`config.mk`:
```
export PLATFORM = sky130hd
export DESIGN_NAME = pih_alu
export DESIGN_NICKNAME = d
export VERILOG_FILES = /design/src/hdl/pih_pkg.sv /design/src/hdl/pih_alu.sv
export SDC_FILE = /design/constraint.sdc
export NUM_CORES = 2
export LEC_CHECK = 0
export BUFFER_PORTS_ARGS = -buffer_cell sky130_fd_sc_hd__buf_4
export CAP_MARGIN = 20
export CORE_MARGIN = 2
export CORE_UTILIZATION = 25
export DETAILED_ROUTE_END_ITERATION = 12
export PLACE_DENSITY_LB_ADDON = 0.2
export SLEW_MARGIN = 10
export SYNTH_ARGS = -nofsm -noshare
export SYNTH_HDL_FRONTEND = slang
export SYNTH_SLANG_ARGS = --single-unit
```
`constraint.sdc`:
```
create_clock -name vclk -period 14.03
set_input_delay 2.1045 -clock vclk [all_inputs]
set_output_delay 2.1045 -clock vclk [all_outputs]
set_load 0.005 [all_outputs]
```
`src/hdl/pih_pkg.sv`:
```
`default_nettype none

package pih_pkg;

	// Default sizes for the top-level parameters.
	localparam int MAX_OPS_DEF    = 32;
	localparam int DATA_WIDTH_DEF = 64;

	// Fixed field widths of the ports.
	localparam int ENTRY_W    = 5;
	localparam int KIND_W     = 4;
	localparam int CONST_W    = 64;
	localparam int HASH_W     = 64;
	localparam int OP_COUNT_W = 6;
	localparam int NARROW_W   = 32;

	// Configuration port.
	localparam int CFG_IDX_W  = 1;
	localparam int CFG_DATA_W = 6;
	localparam logic [CFG_IDX_W-1:0] REG_WIDE_MODE = 1'b0;
	localparam logic [CFG_IDX_W-1:0] REG_OP_COUNT  = 1'b1;

	// Command codes.
	localparam logic FUNC_LOAD = 1'b0;
	localparam logic FUNC_HASH = 1'b1;

	// The shift count of a constant is reduced one nibble per cycle on load.
	localparam int DIGIT_W      = 4;
	localparam int LOAD_DIGITS  = CONST_W / DIGIT_W;
	localparam int DIGIT_CNT_W  = $clog2(LOAD_DIGITS);

	typedef enum logic [KIND_W-1:0] {
		OP_XOR    = 4'd0,
		OP_MUL    = 4'd1,
		OP_ADD    = 4'd2,
		OP_ROTL   = 4'd3,
		OP_NOT    = 4'd4,
		OP_XORSHL = 4'd5,
		OP_XORSHR = 4'd6,
		OP_ADDSHL = 4'd7,
		OP_SUBSHL = 4'd8
	} op_kind_t;

	// Partial products of a wide multiply: low x low, low x high, high x low.
	typedef enum logic [1:0] {
		PH_LL,
		PH_LH,
		PH_HL
	} mul_phase_t;

	typedef enum logic [1:0] {
		ST_IDLE,
		ST_LOAD,
		ST_HASH
	} state_t;

	// Control handed from the sequencer to the operation unit.
	typedef struct packed {
		logic [KIND_W-1:0] kind;
		logic              wide;
		mul_phase_t        phase;
	} op_ctl_t;

endpackage

`default_nettype wire

```
`src/hdl/pih_alu.sv`:
```
`default_nettype none

module pih_alu import pih_pkg::*; #(
	parameter int DATA_WIDTH = DATA_WIDTH_DEF,
	localparam int SW = $clog2(DATA_WIDTH)
) (
	input  var op_ctl_t         ctl,
	input  wire [DATA_WIDTH-1:0] x,
	input  wire [DATA_WIDTH-1:0] k,
	input  wire [SW-1:0]         shamt,
	input  wire [63:0]           acc,
	output logic [DATA_WIDTH-1:0] res,
	output logic [63:0]          acc_nxt
);

	logic [DATA_WIDTH-1:0] m;
	logic [DATA_WIDTH-1:0] sl;
	logic [DATA_WIDTH-1:0] sr;
	logic [DATA_WIDTH-1:0] r;
	logic [SW:0]           wv;
	logic [SW:0]           ramt;
	logic [63:0]           xp;
	logic [63:0]           kp;
	logic [63:0]           prod;
	logic [31:0]           ma;
	logic [31:0]           mb;

	// Working width mask, and the shared left and right shifters.
	// A rotate takes its right half from the right shifter by the width less the count.
	always_comb begin
		m    = ctl.wide ? '1 : DATA_WIDTH'({NARROW_W{1'b1}});
		wv   = ctl.wide ? (SW+1)'(DATA_WIDTH) : (SW+1)'(NARROW_W);
		ramt = (ctl.kind == OP_ROTL) ? (wv - {1'b0, shamt}) : {1'b0, shamt};
		sl   = (x << shamt) & m;
		sr   = x >> ramt;
	end

	// One 32 by 32 multiplier, stepped through the partial products of a wide multiply.
	always_comb begin
		xp = 64'(x);
		kp = 64'(k);
		case (ctl.phase)
			PH_LL: begin
				ma = xp[31:0];
				mb = kp[31:0];
			end
			PH_LH: begin
				ma = xp[31:0];
				mb = kp[63:32];
			end
			PH_HL: begin
				ma = xp[63:32];
				mb = kp[31:0];
			end
			default: begin
				ma = xp[31:0];
				mb = kp[31:0];
			end
		endcase
		prod = 64'(ma) * 64'(mb);
		if (ctl.phase == PH_LL) begin
			acc_nxt = prod;
		end else begin
			acc_nxt = acc + {prod[31:0], 32'b0};
		end
	end

	// Operation select; unused kinds leave the value as it is.
	always_comb begin
		case (ctl.kind)
			OP_XOR:    r = x ^ k;
			OP_MUL:    r = acc_nxt[DATA_WIDTH-1:0];
			OP_ADD:    r = x + k;
			OP_ROTL:   r = sl | sr;
			OP_NOT:    r = ~x;
			OP_XORSHL: r = x ^ sl;
			OP_XORSHR: r = x ^ sr;
			OP_ADDSHL: r = x + sl;
			OP_SUBSHL: r = x - sl;
			default:   r = x;
		endcase
		res = r & m;
	end

endmodule

`default_nettype wire

```
==> results by group <==
STA
  • Setup tns final: 0 ns
  • Slew Viols, Final: 0
  • Final period util: 97.6%
  • Post-layout minimum cycle time: 13.69 ns
  • Final Setup Violations: 0
  • RSZ-0062 raised after global routing: yes
  • Fmax: 73.0 MHz
  • Final hold slack: 4.61 ns
  • Final hold vios: 0
  • Max-slew headroom at the worst pin: ~15%
  • Worst Tran Pin Value: 1.27 ns
  • Final Worst Setup Slack: roughly 0.34 ns

Global routing
  • Largest net degree at the start of global routing: 68
  • Grt ovf: 0
  • Global-route wire length before repair: 456 mm
  • Global Route Usage Sum: 28.9%
  • Antenna violations before repair: 17
  • Vias in the first global route: 56600

Route
  • WL per Instance: around 33 um
  • Iteration-0 DRC Markers: 5943
  • DRT Pass-1 Iters: 8
  • Post-DRT Antenna Nets: 0
  • Post-Route M1 WL: 128 mm
  • WL met2: 154 mm
  • Total number of vias: 56100
  • WL final: 334 mm
  • WL met3: 22.5 mm
  • Vias per cell: 5.53
  • DR top layer: met5
  • Drt drc: 0

Setup path
  • Family with the most delay on the worst path: adder cells
  • Critical Path Max Stage Delay: 0.55 ns
  • CP max stage cell: fa_1
  • Critical Path AT: 11.59 ns
  • Worst Setup Start Kind: input pin
  • Worst setup EP type: output port
  • Most used cell, CP: fa_1
  • Worst Path Buf+Inv: 13
  • CP max FO: 15
  • Crit path kind: input pin to output port
  • Worst EP required: roughly 12 ns

Cells and area
  • Seq cells: 0
  • Layout Nets: around 8700
  • Layout cell share with drive strength beyond 1: 15.5%
  • Commonest non-fill, non-tap cell in the layout: nand2_1
  • Post-Layout Cell Count: 10200
  • Clock buffers: 0
  • Synth-to-Final Area Change: 15.0%
  • Sequential cell area: 0 um2
  • Most frequent cells in the layout: nand2_1, inv_1, fa_1

Synth
  • Syn Inst Count: 6988
  • Synthesis Warnings: 0
  • Post-synthesis sequential area ratio: 0%
  • Distinct cells, synth: 106
  • Post-synthesis cell area: 55100 um2
  • Syn nets: about 8500
  • Mean Syn Cell Area: 7.89 um2

Die
  • Die area: roughly 220000 um2
  • Die height: roughly 470 um
  • # IOs: 333
  • Initial Util: approximately 25%
  • Core Rows: 172
  • Die Width: around 470 um
  • Core ar.: 220000 um2

Placed design
  • Dpl cells: 10100
  • Number of port buffers: roughly 330
  • Pre-CTS WS: -0.166 ns
  • GP Congestion: 1.01
  • Detailed placement HPWL: 282 mm

Status
  • Status: completed

Min path
  • HP Class: input pin to output port

Job
  • Max Cap Viol: 0
==> synth_stat cells, types with 37 or more instances <==
master	n	share of area [%]
nand2_1	1019	6.9
inv_1	957	6.5
fa_1	898	33
nor2_1	681	4.6
clkbuf_1	423	2.9
ha_1	361	8.2
a21oi_1	353	3.2
o21ai_0	276	2.5
mux2i_1	268	4.9
xnor2_1	177	2.8
a21o_1	101	1.4
mux2_2	101	2.1
mux4_2	96	3.9
xor2_1	86	1.4
nor3_1	75	0.68
nand3_1	74	0.67
o22ai_1	64	0.73
a221oi_1	58	0.92
a31oi_1	47	0.53
and3_1	46	0.52
nand2b_1	46	0.52
and2_1	44	0.50
a222oi_1	42	0.76
nand4_1	39	0.44
nor2b_1	39	0.44
o21a_1	37	0.50
==> cell families after synthesis <==
family | after synthesis | synth area share (%)
xor gates and xnor gates | 263 | 4.18
and+or+nand+nor | 2183 | 17.0
AOI/OAI and AO/OA | 1322 | 15.8
adders and majority gates | 1259 | 40.8
muxes | 485 | 11.7
buffers and inverters | 1476 | 10.6
==> per-layer routing <==
| layer | GRT usage, % | vias up |
|---|---|---|
| met5 | 0 | - |
| met4 | 19.9 | 10 |
| met3 | 3.72 | 617 |
| met2 | 47.2 | 2731 |
| met1 | 35.4 | 29000 |
| li1 | - | 23800 |
==> layout make-up <==
type	instances	area [um2]
Multi-Input combinational cell	5512	49800
Timing Repair Buffer	800	6350
Fill cell	24000	156000
Antenna cell	11	27.5
Inverter	959	3600
Tap cell	2871	3590
==> through the flow <==
step,instance area [um2],utilization [%]
after floorplan,55100,-
after global placement,63000,28.7
after detailed placement,63000,28.7
after CTS,63000,28.7
after global routing,63400,28.9
final,63400,28.9
==> final timing paths <==
check / start / endpoint / slack (ns) / cells after the start
worst max-delay path: ctl[0] / res[62] / 0.34 / 40
worst min-delay path: acc[26] / acc_nxt[26] / 4.61 / 3
==> what timing repair did <==
| item | 4_1_cts | 5_1_grt |
|---|---|---|
| setup buffers | 0 | 7 |
| gates cloned | 0 | 3 |
| setup endpoints to repair | 5 | 22 |
| resized for setup | 5 | 47 |
| pin swaps | 0 | 7 |
| hold buffers | 0 | 0 |
Power is left out: the tool's default activity adds up to more than one toggle a clock period on the data nets, which glitch-free logic cannot reach.
